===== src/hw/rtl/aip_pkg.sv =====
// Shared types and constants of the ASCII integer parser.
package aip_pkg;

  localparam int unsigned CHAR_W  = 8;
  localparam int unsigned VALUE_W = 32;
  localparam int unsigned ADDR_W  = 4;
  localparam int unsigned DATA_W  = 32;

  // Register indexes (byte address bits [3:2])
  localparam logic [1:0] REG_BASE_MODE   = 2'd0;
  localparam logic [1:0] REG_SIGNED_MODE = 2'd1;
  localparam logic [1:0] REG_SKIP_SPACE  = 2'd2;

  // base_mode register codes
  localparam logic [1:0] BM_DETECT = 2'd0;
  localparam logic [1:0] BM_OCT    = 2'd1;
  localparam logic [1:0] BM_DEC    = 2'd2;
  localparam logic [1:0] BM_HEX    = 2'd3;

  typedef enum logic [2:0] {
    ST_OK    = 3'd0,
    ST_NODIG = 3'd1,
    ST_RANGE = 3'd2,
    ST_EMPTY = 3'd3,
    ST_SIGN  = 3'd4
  } status_e;

  typedef enum logic [1:0] {
    PH_IDLE = 2'd0,
    PH_NUM  = 2'd1,
    PH_ZERO = 2'd2
  } phase_e;

  typedef enum logic [1:0] {
    B_OCT = 2'd0,
    B_DEC = 2'd1,
    B_HEX = 2'd2
  } base_e;

  typedef struct packed {
    logic [1:0] base_mode;
    logic       signed_mode;
    logic       skip_space;
  } cfg_t;

  typedef struct packed {
    logic [VALUE_W-1:0] value;
    status_e            status;
    logic               last;
  } result_t;

  typedef struct packed {
    logic [1:0] cnt;
    result_t    r0;
    result_t    r1;
  } push_t;

endpackage


===== src/hw/rtl/aip_if.sv =====
// Valid/ready channel interfaces for characters in and results out.
interface aip_in_if;
  logic                        valid;
  logic                        ready;
  logic [aip_pkg::CHAR_W-1:0]  char_in;
  logic                        end_of_input;

  modport source (output valid, char_in, end_of_input, input ready);
  modport sink (input valid, char_in, end_of_input, output ready);
endinterface

interface aip_out_if;
  logic                        valid;
  logic                        ready;
  logic [aip_pkg::VALUE_W-1:0] value;
  logic [2:0]                  status;
  logic                        last_of_item;

  modport source (output valid, value, status, last_of_item, input ready);
  modport sink (input valid, value, status, last_of_item, output ready);
endinterface


===== src/hw/rtl/aip_cfg.sv =====
// APB-style configuration registers of the parser.
module aip_cfg (
  input  logic                         clk_i,
  input  logic                         rst_ni,
  input  logic                         psel,
  input  logic                         penable,
  input  logic                         pwrite,
  input  logic [aip_pkg::ADDR_W-1:0]   paddr,
  input  logic [aip_pkg::DATA_W-1:0]   pwdata,
  output logic [aip_pkg::DATA_W-1:0]   prdata,
  output logic                         pready,
  output aip_pkg::cfg_t                cfg_o
);
  import aip_pkg::*;

  cfg_t       cfg_q;
  logic [1:0] reg_idx;
  logic       wr_en;

  assign pready  = 1'b1;
  assign reg_idx = paddr[3:2];
  assign wr_en   = psel && penable && pwrite && pready;

  always_ff @(posedge clk_i or negedge rst_ni) begin
    if (!rst_ni) begin
      cfg_q.base_mode   <= BM_DETECT;
      cfg_q.signed_mode <= 1'b1;
      cfg_q.skip_space  <= 1'b1;
    end else if (wr_en) begin
      unique case (reg_idx)
        REG_BASE_MODE:   cfg_q.base_mode   <= pwdata[1:0];
        REG_SIGNED_MODE: cfg_q.signed_mode <= pwdata[0];
        REG_SKIP_SPACE:  cfg_q.skip_space  <= pwdata[0];
        default: ;
      endcase
    end
  end

  always_comb begin
    unique case (reg_idx)
      REG_BASE_MODE:   prdata = DATA_W'(cfg_q.base_mode);
      REG_SIGNED_MODE: prdata = DATA_W'(cfg_q.signed_mode);
      REG_SKIP_SPACE:  prdata = DATA_W'(cfg_q.skip_space);
      default:         prdata = '0;
    endcase
  end

  assign cfg_o = cfg_q;

endmodule


===== src/hw/rtl/aip_core.sv =====
// Input register, parse state and combinational character step.
module aip_core #(
  parameter int unsigned WORD_BITS = 32
) (
  input  logic           clk_i,
  input  logic           rst_ni,
  aip_in_if.sink         in_if,
  input  aip_pkg::cfg_t  cfg_i,
  input  logic           room_i,
  output aip_pkg::push_t push_o
);
  import aip_pkg::*;

  localparam int unsigned W  = WORD_BITS;
  localparam int unsigned PW = WORD_BITS + 5;
  localparam int unsigned VW = (WORD_BITS > VALUE_W) ? WORD_BITS : VALUE_W;

  localparam logic [7:0] CH_SPACE = 8'h20;
  localparam logic [7:0] CH_TAB   = 8'h09;
  localparam logic [7:0] CH_CR    = 8'h0D;
  localparam logic [7:0] CH_PLUS  = 8'h2B;
  localparam logic [7:0] CH_MINUS = 8'h2D;
  localparam logic [7:0] CH_0     = 8'h30;
  localparam logic [7:0] CH_7     = 8'h37;
  localparam logic [7:0] CH_9     = 8'h39;
  localparam logic [7:0] CH_A_UP  = 8'h41;
  localparam logic [7:0] CH_F_UP  = 8'h46;
  localparam logic [7:0] CH_A_LO  = 8'h61;
  localparam logic [7:0] CH_F_LO  = 8'h66;
  localparam logic [7:0] CH_X_UP  = 8'h58;
  localparam logic [7:0] CH_X_LO  = 8'h78;

  // {valid, digit} of a character in a base
  function automatic logic [4:0] digit_of(input logic [7:0] c, input base_e b);
    logic [4:0] r;
    r = '0;
    if (b == B_OCT) begin
      if (c >= CH_0 && c <= CH_7) r = {1'b1, 4'(c - CH_0)};
    end else begin
      if (c >= CH_0 && c <= CH_9) begin
        r = {1'b1, 4'(c - CH_0)};
      end else if (b == B_HEX && c >= CH_A_LO && c <= CH_F_LO) begin
        r = {1'b1, 4'(c - CH_A_LO + 8'd10)};
      end else if (b == B_HEX && c >= CH_A_UP && c <= CH_F_UP) begin
        r = {1'b1, 4'(c - CH_A_UP + 8'd10)};
      end
    end
    return r;
  endfunction

  // Input register
  logic       in_vld_q;
  logic [7:0] char_q;
  logic       eoi_q;
  logic       proc;

  // Parse state
  phase_e       phase_q, phase_d;
  logic [W-1:0] acc_q, acc_d;
  logic         ovf_q, ovf_d;
  logic         neg_q, neg_d;
  base_e        base_q, base_d;

  assign proc        = in_vld_q && room_i;
  assign in_if.ready = !in_vld_q || proc;

  always_ff @(posedge clk_i or negedge rst_ni) begin
    if (!rst_ni) begin
      in_vld_q <= 1'b0;
    end else if (in_if.ready) begin
      in_vld_q <= in_if.valid;
    end
  end

  always_ff @(posedge clk_i) begin
    if (in_if.ready && in_if.valid) begin
      char_q <= in_if.char_in;
      eoi_q  <= in_if.end_of_input;
    end
  end

  always_ff @(posedge clk_i or negedge rst_ni) begin
    if (!rst_ni) begin
      phase_q <= PH_IDLE;
      acc_q   <= '0;
      ovf_q   <= 1'b0;
      neg_q   <= 1'b0;
      base_q  <= B_DEC;
    end else begin
      phase_q <= phase_d;
      acc_q   <= acc_d;
      ovf_q   <= ovf_d;
      neg_q   <= neg_d;
      base_q  <= base_d;
    end
  end

  // Accumulate: acc * radix + digit, overflow when the top bits are set
  logic [4:0]    acc_dig;
  logic [PW-1:0] prod;
  logic [PW-1:0] sum;
  logic [W-1:0]  acc_next;
  logic          acc_ovf;

  assign acc_dig = (phase_q == PH_ZERO) ? digit_of(char_q, B_OCT) : digit_of(char_q, base_q);

  always_comb begin
    case (base_q)
      B_OCT:   prod = PW'(acc_q) << 3;
      B_HEX:   prod = PW'(acc_q) << 4;
      default: prod = (PW'(acc_q) << 3) + (PW'(acc_q) << 1);
    endcase
  end

  assign sum      = prod + PW'(acc_dig[3:0]);
  assign acc_ovf  = |sum[PW-1:W];
  assign acc_next = sum[W-1:0];

  // Range check of the number that ends now
  logic [W-1:0]  fin_v;
  status_e       fin_st;
  logic [VW-1:0] fin_ext;

  always_comb begin
    fin_v  = '0;
    fin_st = ST_OK;
    if (ovf_q) begin
      fin_st = ST_RANGE;
    end else if (cfg_i.signed_mode) begin
      if (neg_q) begin
        if (!acc_q[W-1] || acc_q[W-2:0] == '0) fin_v = '0 - acc_q;
        else fin_st = ST_RANGE;
      end else begin
        if (!acc_q[W-1]) fin_v = acc_q;
        else fin_st = ST_RANGE;
      end
    end else begin
      if (neg_q) fin_st = ST_SIGN;
      else fin_v = acc_q;
    end
  end

  assign fin_ext = VW'(fin_v);

  // Start of a number from an idle parser
  logic       s_emit;
  status_e    s_st;
  logic       s_begin;
  logic       s_zero;
  logic       s_neg;
  base_e      s_base;
  logic [3:0] s_dig;
  logic [4:0] s_dd;
  logic       is_space;
  logic       is_sign;

  assign is_space = cfg_i.skip_space &&
                    (char_q == CH_SPACE || (char_q >= CH_TAB && char_q <= CH_CR));
  assign is_sign  = (char_q == CH_PLUS) || (char_q == CH_MINUS);

  always_comb begin
    s_emit  = 1'b0;
    s_st    = ST_OK;
    s_begin = 1'b0;
    s_zero  = 1'b0;
    s_neg   = 1'b0;
    s_base  = B_DEC;
    s_dig   = '0;
    s_dd    = '0;
    if (is_space) begin
      s_emit = 1'b0;
    end else if (is_sign) begin
      if ((cfg_i.base_mode != BM_DETECT && cfg_i.base_mode != BM_DEC) ||
          (char_q == CH_MINUS && !cfg_i.signed_mode)) begin
        s_emit = 1'b1;
        s_st   = ST_SIGN;
      end else begin
        s_begin = 1'b1;
        s_neg   = (char_q == CH_MINUS);
      end
    end else if (cfg_i.base_mode == BM_DETECT && char_q == CH_0) begin
      s_begin = 1'b1;
      s_zero  = 1'b1;
      s_base  = B_OCT;
    end else begin
      case (cfg_i.base_mode)
        BM_OCT:  s_base = B_OCT;
        BM_HEX:  s_base = B_HEX;
        default: s_base = B_DEC;
      endcase
      s_dd = digit_of(char_q, s_base);
      if (!s_dd[4]) begin
        s_emit = 1'b1;
        s_st   = ST_NODIG;
      end else begin
        s_begin = 1'b1;
        s_dig   = s_dd[3:0];
      end
    end
  end

  // Step: finish and/or start, or extend the current number
  logic    fin_sel;
  logic    alt_sel;
  status_e alt_st;
  logic    run_start;

  always_comb begin
    phase_d   = phase_q;
    acc_d     = acc_q;
    ovf_d     = ovf_q;
    neg_d     = neg_q;
    base_d    = base_q;
    fin_sel   = 1'b0;
    alt_sel   = 1'b0;
    alt_st    = ST_OK;
    run_start = 1'b0;
    if (proc) begin
      if (eoi_q) begin
        if (phase_q == PH_IDLE) begin
          alt_sel = 1'b1;
          alt_st  = ST_EMPTY;
        end else begin
          fin_sel = 1'b1;
          phase_d = PH_IDLE;
          acc_d   = '0;
          ovf_d   = 1'b0;
          neg_d   = 1'b0;
        end
      end else if (phase_q == PH_IDLE) begin
        run_start = 1'b1;
      end else if (phase_q == PH_ZERO && (char_q == CH_X_LO || char_q == CH_X_UP)) begin
        base_d  = B_HEX;
        phase_d = PH_NUM;
      end else if (acc_dig[4]) begin
        acc_d   = acc_next;
        ovf_d   = ovf_q | acc_ovf;
        phase_d = PH_NUM;
      end else begin
        fin_sel   = 1'b1;
        run_start = 1'b1;
      end

      if (run_start) begin
        alt_sel = s_emit;
        alt_st  = s_st;
        ovf_d   = 1'b0;
        if (s_begin) begin
          phase_d = s_zero ? PH_ZERO : PH_NUM;
          acc_d   = W'(s_dig);
          neg_d   = s_neg;
          base_d  = s_base;
        end else begin
          phase_d = PH_IDLE;
          acc_d   = '0;
          neg_d   = 1'b0;
        end
      end
    end
  end

  // Pack the results in order: finished number first
  result_t fin_res;
  result_t alt_res;

  always_comb begin
    fin_res.value  = fin_ext[VALUE_W-1:0];
    fin_res.status = fin_st;
    fin_res.last   = !alt_sel;
    alt_res.value  = '0;
    alt_res.status = alt_st;
    alt_res.last   = 1'b1;
    push_o.cnt     = {1'b0, fin_sel} + {1'b0, alt_sel};
    push_o.r0      = fin_sel ? fin_res : alt_res;
    push_o.r1      = alt_res;
  end

endmodule


===== src/hw/rtl/aip_fifo.sv =====
// Four-entry result queue that drives the output channel.
module aip_fifo (
  input  logic           clk_i,
  input  logic           rst_ni,
  input  aip_pkg::push_t push_i,
  output logic           room_o,
  aip_out_if.source      out_if
);
  import aip_pkg::*;

  localparam int unsigned DEPTH = 4;
  localparam int unsigned PTR_W = $clog2(DEPTH);
  localparam int unsigned CNT_W = PTR_W + 1;

  result_t            mem_q [DEPTH];
  logic [PTR_W-1:0]   wr_q, rd_q;
  logic [CNT_W-1:0]   count_q;
  logic               pop;
  result_t            head;

  assign pop    = out_if.valid && out_if.ready;
  assign room_o = count_q <= CNT_W'(DEPTH - 2);
  assign head   = mem_q[rd_q];

  always_ff @(posedge clk_i) begin
    if (push_i.cnt != 2'd0) mem_q[wr_q] <= push_i.r0;
    if (push_i.cnt == 2'd2) mem_q[PTR_W'(wr_q + 1'b1)] <= push_i.r1;
  end

  always_ff @(posedge clk_i or negedge rst_ni) begin
    if (!rst_ni) begin
      wr_q    <= '0;
      rd_q    <= '0;
      count_q <= '0;
    end else begin
      wr_q    <= PTR_W'(wr_q + PTR_W'(push_i.cnt));
      rd_q    <= PTR_W'(rd_q + PTR_W'(pop));
      count_q <= CNT_W'(count_q + CNT_W'(push_i.cnt) - CNT_W'(pop));
    end
  end

  assign out_if.valid        = count_q != '0;
  assign out_if.value        = head.value;
  assign out_if.status       = head.status;
  assign out_if.last_of_item = head.last;

  a_count_bound: assert property (@(posedge clk_i) disable iff (!rst_ni)
    count_q <= CNT_W'(DEPTH))
    else $error("result queue count beyond depth");

  a_push_room: assert property (@(posedge clk_i) disable iff (!rst_ni)
    push_i.cnt != 2'd0 |-> room_o)
    else $error("results pushed without room");

  a_cnt_legal: assert property (@(posedge clk_i) disable iff (!rst_ni)
    push_i.cnt != 2'd3)
    else $error("more than two results from one item");

  a_last_flag: assert property (@(posedge clk_i) disable iff (!rst_ni)
    (push_i.cnt == 2'd1 |-> push_i.r0.last) and
    (push_i.cnt == 2'd2 |-> (push_i.r1.last && !push_i.r0.last)))
    else $error("last flag not on final result of item");

  a_drain: assert property (@(posedge clk_i) disable iff (!rst_ni)
    (pop && push_i.cnt == 2'd0) |=> count_q == CNT_W'($past(count_q) - 1'b1))
    else $error("queue count did not drop on transfer");

endmodule


===== src/hw/rtl/ascii_integer_parser.sv =====
// Top level of the streaming ASCII integer parser.
// The parser takes one character (or an end-of-input mark) per transfer on
// in_if and produces parsed integers on out_if. Numbers have an optional sign
// (decimal only), a fixed octal, decimal or hex base, or a base detected from
// a leading 0 or 0x. Digits accumulate into WORD_BITS bits with a sticky
// overflow flag; the range check (signed or unsigned, per signed_mode) is done
// when the number ends. The character that ends a number is examined again as
// the start of the next one, so one transfer can give up to two results; the
// last of them carries last_of_item. Rate: one input transfer per clock while
// the result queue has room. An accepted character sits in an input register,
// is parsed from there and its results land in a four-entry result queue that
// drives out_if. The input side stalls only when the result queue holds more
// than two entries, i.e. when the sink drains slower than results are made; an
// item that yields two results uses two output transfers. Configuration goes
// through the APB-style port at byte addresses 0 (base_mode), 4 (signed_mode)
// and 8 (skip_space); write it only while no item is in flight.
module ascii_integer_parser #(
  parameter int unsigned WORD_BITS = 32
) (
  input  logic                        clk_i,
  input  logic                        rst_ni,
  input  logic                        psel,
  input  logic                        penable,
  input  logic                        pwrite,
  input  logic [aip_pkg::ADDR_W-1:0]  paddr,
  input  logic [aip_pkg::DATA_W-1:0]  pwdata,
  output logic [aip_pkg::DATA_W-1:0]  prdata,
  output logic                        pready,
  aip_in_if.sink                      in_if,
  aip_out_if.source                   out_if
);
  import aip_pkg::*;

  cfg_t  cfg;
  push_t push;
  logic  room;

  // Register block: hold base, sign and whitespace settings
  aip_cfg u_cfg (
    .clk_i   (clk_i),
    .rst_ni  (rst_ni),
    .psel    (psel),
    .penable (penable),
    .pwrite  (pwrite),
    .paddr   (paddr),
    .pwdata  (pwdata),
    .prdata  (prdata),
    .pready  (pready),
    .cfg_o   (cfg)
  );

  // Parse one character per cycle; advance only when the queue has room
  // for the worst case of two results
  aip_core #(
    .WORD_BITS (WORD_BITS)
  ) u_core (
    .clk_i  (clk_i),
    .rst_ni (rst_ni),
    .in_if  (in_if),
    .cfg_i  (cfg),
    .room_i (room),
    .push_o (push)
  );

  // Result queue: decouple the sink from the parser
  aip_fifo u_fifo (
    .clk_i  (clk_i),
    .rst_ni (rst_ni),
    .push_i (push),
    .room_o (room),
    .out_if (out_if)
  );

endmodule


===== src/flat_wrapper.sv =====
// flat-port wrapper written by rule: the top's interface ports become plain ports
module ascii_integer_parser_flat import aip_pkg::*;
#(
  parameter int unsigned WORD_BITS = 32
)
  (clk_i, rst_ni, psel, penable, pwrite, paddr, pwdata, prdata, pready, in_if_valid, in_if_char_in, in_if_end_of_input, in_if_ready, out_if_valid, out_if_value, out_if_status, out_if_last_of_item, out_if_ready);
  aip_in_if in_if_i ();
  aip_out_if out_if_i ();
  input  logic clk_i;
  input  logic rst_ni;
  input  logic psel;
  input  logic penable;
  input  logic pwrite;
  input  logic [aip_pkg::ADDR_W-1:0] paddr;
  input  logic [aip_pkg::DATA_W-1:0] pwdata;
  output logic [aip_pkg::DATA_W-1:0] prdata;
  output logic pready;
  input wire logic [$bits(in_if_i.valid)-1:0] in_if_valid;
  input wire logic [$bits(in_if_i.char_in)-1:0] in_if_char_in;
  input wire logic [$bits(in_if_i.end_of_input)-1:0] in_if_end_of_input;
  output wire logic [$bits(in_if_i.ready)-1:0] in_if_ready;
  output wire logic [$bits(out_if_i.valid)-1:0] out_if_valid;
  output wire logic [$bits(out_if_i.value)-1:0] out_if_value;
  output wire logic [$bits(out_if_i.status)-1:0] out_if_status;
  output wire logic [$bits(out_if_i.last_of_item)-1:0] out_if_last_of_item;
  input wire logic [$bits(out_if_i.ready)-1:0] out_if_ready;
  assign in_if_i.valid = in_if_valid;
  assign in_if_i.char_in = in_if_char_in;
  assign in_if_i.end_of_input = in_if_end_of_input;
  assign in_if_ready = in_if_i.ready;
  assign out_if_valid = out_if_i.valid;
  assign out_if_value = out_if_i.value;
  assign out_if_status = out_if_i.status;
  assign out_if_last_of_item = out_if_i.last_of_item;
  assign out_if_i.ready = out_if_ready;
  ascii_integer_parser #(.WORD_BITS(WORD_BITS)) u_core (.clk_i(clk_i), .rst_ni(rst_ni), .psel(psel), .penable(penable), .pwrite(pwrite), .paddr(paddr), .pwdata(pwdata), .prdata(prdata), .pready(pready), .in_if(in_if_i), .out_if(out_if_i));
endmodule

===== config.mk =====
export PLATFORM = sky130hd
export DESIGN_NAME = ascii_integer_parser_flat
export DESIGN_NICKNAME = d
export VERILOG_FILES = /design/src/hw/rtl/aip_pkg.sv /design/src/hw/rtl/aip_if.sv /design/src/hw/rtl/aip_cfg.sv /design/src/hw/rtl/aip_core.sv /design/src/hw/rtl/aip_fifo.sv /design/src/hw/rtl/ascii_integer_parser.sv /design/src/flat_wrapper.sv
export SDC_FILE = /design/constraint.sdc
export NUM_CORES = 1
export LEC_CHECK = 0
export ABC_AREA = 1
export BUFFER_PORTS_ARGS = -buffer_cell sky130_fd_sc_hd__buf_4
export CORE_ASPECT_RATIO = 2
export CORE_MARGIN = 5
export CORE_UTILIZATION = 56
export DETAILED_ROUTE_END_ITERATION = 12
export GPL_TIMING_DRIVEN = 0
export PLACE_DENSITY_LB_ADDON = 0.12
export SYNTH_ARGS = -nofsm -noshare
export SYNTH_HDL_FRONTEND = slang
export SYNTH_HIERARCHICAL = 1
export SYNTH_SLANG_ARGS = --single-unit

===== constraint.sdc =====
create_clock -name clk_i -period 5.7 [get_ports clk_i]
set_clock_uncertainty 0.2 [all_clocks]
set_input_delay 1.14 -clock clk_i [delete_from_list [all_inputs] [get_ports clk_i]]
set_output_delay 1.14 -clock clk_i [all_outputs]
set_load 0.1 [all_outputs]

==> parameters.txt <==
Parameter                              Value

Pwr
  Static Leak ... 8.12 nW
  VDD IR max ... 337 uV
  Total power draw ... 8.99 mW
  Power Density ... 492 nW/um2

Finish
  Ant. Diodes ... 0
  Share of post-route cells with drive strength above 1 ... 0.156
  Non-filler cells in the finished layout ... 2797
  Number of filler instances in the final layout ... 2681
  Layout Nets ... 2524
  Synthesis-to-finish area growth ... 11.5%

Hold path
  Worst hold path cell count ... 2
  Hold Path End ... u_core/u_cfg/cfg_o[1]
  Worst min path class ... register to register
  Min-Delay Startpoint ... u_core/u_cfg/cfg_o[1]

Placement
  I/O Buffers ... 59
  Half-perimeter wire length after placement ... about 44000 um
  Final weighted congestion in routability-driven placement ... 1.02
  Post-placement cell count ... 2764

Clock network
  Clock slew at the register clock pins of the worst setup and hold paths ... roughly 70 ps
  Worst skew pair latency ... 520 ps
  Number of sinks handled by clock tree synthesis ... 203
  Post-CTS sizing ... 0
  Clk Tree Root Cell ... sky130_fd_sc_hd__clkbuf_16
  TritonCTS clock tree ... built
  TritonCTS buffer count ... 19
  H-tree depth ... 1
  Number of setup buffers added after CTS ... 0
  Hold buffers post-CTS ... 0
  CTS Buffer Depth ... 3

STA
  Number of max-slew violations in the final report ... 0
  Relative slew margins ... 0.411
  Final period util ... 0.888
  Final-layout setup total negative slack ... 0 ps
  Final hold violation count ... 0
  Final count of negative-setup-slack endpoints ... 0
  Final worst path period need ... 5060 ps
  Highest Clock Rate ... 0.198 GHz
  Slew of the pin with the lowest slew margin ... 883 ps
  Unrepaired setup endpoints after global routing ... false

GRT
  Antenna violations before repair ... 0
  GRT Total Usage ... 0.327
  GR Overflow Total ... 0
  Wire length of the first global-routing pass ... 82400 um
  Pin count of the biggest net entering global routing ... 51
  Vias in the first global route ... 15300

Critical path
  Count of buffering cells on the critical path with inverters included ... 5
  Crit path arrival time ... 5320 ps
  CP startpoint kind ... register
  Worst r2r src ... u_core/u_core/char_q[1]
  Number of cells on the worst reg-to-reg path ... 29
  Critical path peak fanout ... 6
  Worst setup path class ... register to register
  Reg-to-reg slack, setup ... 640 ps
  Stage delay of the slowest cell on the critical path ... 420 ps
  Crit path max-delay cell type ... sky130_fd_sc_hd__edfxtp_1
  Cell seen most often among critical-path stages ... sky130_fd_sc_hd__nand2_1
  Cell type group with the largest total delay on the critical path ... simple AND/OR/NAND/NOR gates
  Data required, critical path ... about 6000 ps
  Worst reg2reg endpoint ... u_core/u_core/ovf_q
  Type of element capturing the critical path ... register

Routing
  Routed vias ... 15700
  Number of DRC violations after detailed routing ... 0
  Routed vias/inst ... 5.60
  Post-DRT Antenna Nets ... 0
  DRT iter0 DRCs ... between 1000 and 1500
  Wire length reported by the detailed router ... 54000 um
  Detailed-route wire length per cell ... 19.3 um
  First-pass DRT Iterations ... 7

Status
  Status ... complete, no violations

Synthesis
  Netlist Area Pre-Place ... 16400 um2
  Count of mapped cells out of synthesis ... 2278
  Post-Synth Simple-Gate Area ... 0.281
  Xor-xnor portion of the synthesized cell area ... 0.0240
  Adder-Cell Fraction of Synth Area ... 0.0372
  Avg Inst Size Synth ... 7.20 um2
  Main synth FF type ... sky130_fd_sc_hd__edfxtp_1
  Yosys warning total ... 6
  Synth async-reset ratio ... 0.246
  Synth Area in Compound Gates ... 0.163
  Share of synthesized area spent on multiplexers ... 0
  Post-synth EDFFs ... 153
  Distinct cells, synth ... 57
  Number of flip-flops and latches in the synthesized netlist ... 203
  Post-synthesis sequential area ratio ... 0.357
  Combinational family with the most area after synthesis ... simple AND/OR/NAND/NOR gates

Floorplanning
  Die outline area ... 33000 um2
  X dimension of the die ... roughly 130 um
  Ports placed on the boundary ... 123
  Floorplan core area ... 28800 um2
  Row count ... 88
  Die H ... 252 um
  Initial cell density of the core ... 0.568

Flow run
  Max-cap check violation count ... 0
## how the worst max path moves through the flow
stage                                  from                          to  cells after the start
floorplan           u_core/u_core/base_q[0]   u_core/u_fifo/mem_q[0][0]                     16
global placement    u_core/u_core/base_q[0]  u_core/u_fifo/mem_q[0][18]                     16
detailed placement  u_core/u_core/char_q[1]         u_core/u_core/ovf_q                     29
CTS                 u_core/u_core/char_q[1]         u_core/u_core/ovf_q                     29
global route        u_core/u_core/char_q[1]         u_core/u_core/ovf_q                     29
finish              u_core/u_core/char_q[1]         u_core/u_core/ovf_q                     29
## kinds of logic after synthesis
| family | after synthesis |
|---|---|
| compound gates | 426 |
| buf+inv | 473 |
| other cells | 4 |
| xor+xnor | 45 |
| fa+ha+maj | 47 |
| simple gates | 1080 |
| flops | 203 |
## cell usage in the layout, fill, tap and decap left out, drive strengths merged, types with 2 or more instances in the layout
master,count
o32ai,5
clkinvlp,4
o21ai,283
a211oi,3
o41ai,2
a32oi,4
ha,44
nand4,24
o31ai,5
edfxtp,153
nor4,7
nand3,117
inv,335
dfstp,3
a21oi,49
clkinv,7
nor2,315
clkbuf,41
xor2,40
xnor2,5
conb,64
fa,3
and2,3
nor3,29
o22ai,30
a22oi,35
nand2,584
dfrtp,47
buf,184
a31oi,4
## stage by stage
stage / util / hold WS [ps] / cell area, um2 / worst slack [ps]
after CTS: 0.634 / 279 / 18300 / 776
final: 0.634 / 281 / 18300 / 639
after global placement: 0.607 / 259 / 17500 / -3110
after detailed placement: 0.613 / 268 / 17700 / 791
after floorplan: - / 249 / 16600 / -326
after global routing: 0.634 / 289 / 18300 / 261
## cells in the mapped netlist (5+ instances only)
| cell | n | area (um2) |
|---|---|---|
| sky130_fd_sc_hd__nand2_1 | 574 | 2150 |
| sky130_fd_sc_hd__inv_1 | 306 | 1150 |
| sky130_fd_sc_hd__nor2_1 | 288 | 1080 |
| sky130_fd_sc_hd__o21ai_0 | 162 | 811 |
| sky130_fd_sc_hd__edfxtp_1 | 153 | 4590 |
| sky130_fd_sc_hd__nand3_1 | 113 | 566 |
| sky130_fd_sc_hd__o21ai_2 | 82 | 718 |
| sky130_fd_sc_hd__buf_4 | 72 | 541 |
| sky130_fd_sc_hd__a21oi_1 | 47 | 235 |
| sky130_fd_sc_hd__dfrtp_1 | 47 | 1180 |
| sky130_fd_sc_hd__ha_1 | 44 | 551 |
| sky130_fd_sc_hd__xor2_1 | 40 | 350 |
| sky130_fd_sc_hd__o21ai_1 | 39 | 195 |
| sky130_fd_sc_hd__a22oi_1 | 34 | 255 |
| sky130_fd_sc_hd__o22ai_1 | 30 | 188 |
| sky130_fd_sc_hd__inv_2 | 26 | 97.6 |
| sky130_fd_sc_hd__nor3_1 | 25 | 125 |
| sky130_fd_sc_hd__buf_6 | 24 | 270 |
| sky130_fd_sc_hd__clkbuf_1 | 21 | 78.8 |
| sky130_fd_sc_hd__nand4_1 | 20 | 125 |
| sky130_fd_sc_hd__buf_2 | 18 | 90.1 |
| sky130_fd_sc_hd__nor2_2 | 18 | 113 |
| sky130_fd_sc_hd__nor2_4 | 8 | 90.1 |
| sky130_fd_sc_hd__nand2_2 | 5 | 31.3 |
| sky130_fd_sc_hd__nand2_4 | 5 | 56.3 |
| sky130_fd_sc_hd__nor4_1 | 5 | 31.3 |
| sky130_fd_sc_hd__o31ai_1 | 5 | 37.5 |
| sky130_fd_sc_hd__o32ai_1 | 5 | 43.8 |
| sky130_fd_sc_hd__xnor2_1 | 5 | 43.8 |
## report_power, final
part	switching, mW	internal [mW]
Sequential	0.195	2.12
Combinational	4.13	1.29
Clock	0.580	0.667
Total	4.91	4.08
## flip-flops by register name, indices dropped and copies added, names as in the netlist
signal / flops
u_core/u_core/in_vld_q: 1
u_core/u_fifo/rd_q: 2
u_core/u_fifo/mem_q: 144
u_core/u_cfg/cfg_o: 4
u_core/u_fifo/wr_q: 2
u_core/u_fifo/count_q: 3
u_core/u_core/neg_q: 1
u_core/u_core/acc_q: 32
u_core/u_core/ovf_q: 1
u_core/u_core/eoi_q: 1
u_core/u_core/base_q: 2
u_core/u_core/phase_q: 2
u_core/u_core/char_q: 8
## final cells by class
cell class,instances,area (um2),area share
buffer,139,995,0.0544
multi-input combinational,1662,8570,0.469
inverter,334,1250,0.0686
clock inverter,13,111,0.00609
clock buffer,20,479,0.0262
tap,360,450,0.0246
timing repair buffer,66,573,0.0313
sequential,203,5850,0.320
## worst register-to-register path: cells and delay by family (launching register included)
kind	cells	cell delay, ps
compound gates	4	690
fa+ha+maj	2	530
buf+inv	5	460
xor+xnor	1	270
simple gates	17	2440
flops	1	420
## layer usage
layer	vias to the layer above	share of wire	track usage	routed length [um]
met4	0	0.086	0.232	4660
met3	228	0.049	0.0314	2670
li1	7607	-	-	-
met2	645	0.55	0.629	29900
met5	-	0	0	0
met1	7191	0.31	0.305	16800
Power figures use the tool's default switching activity.
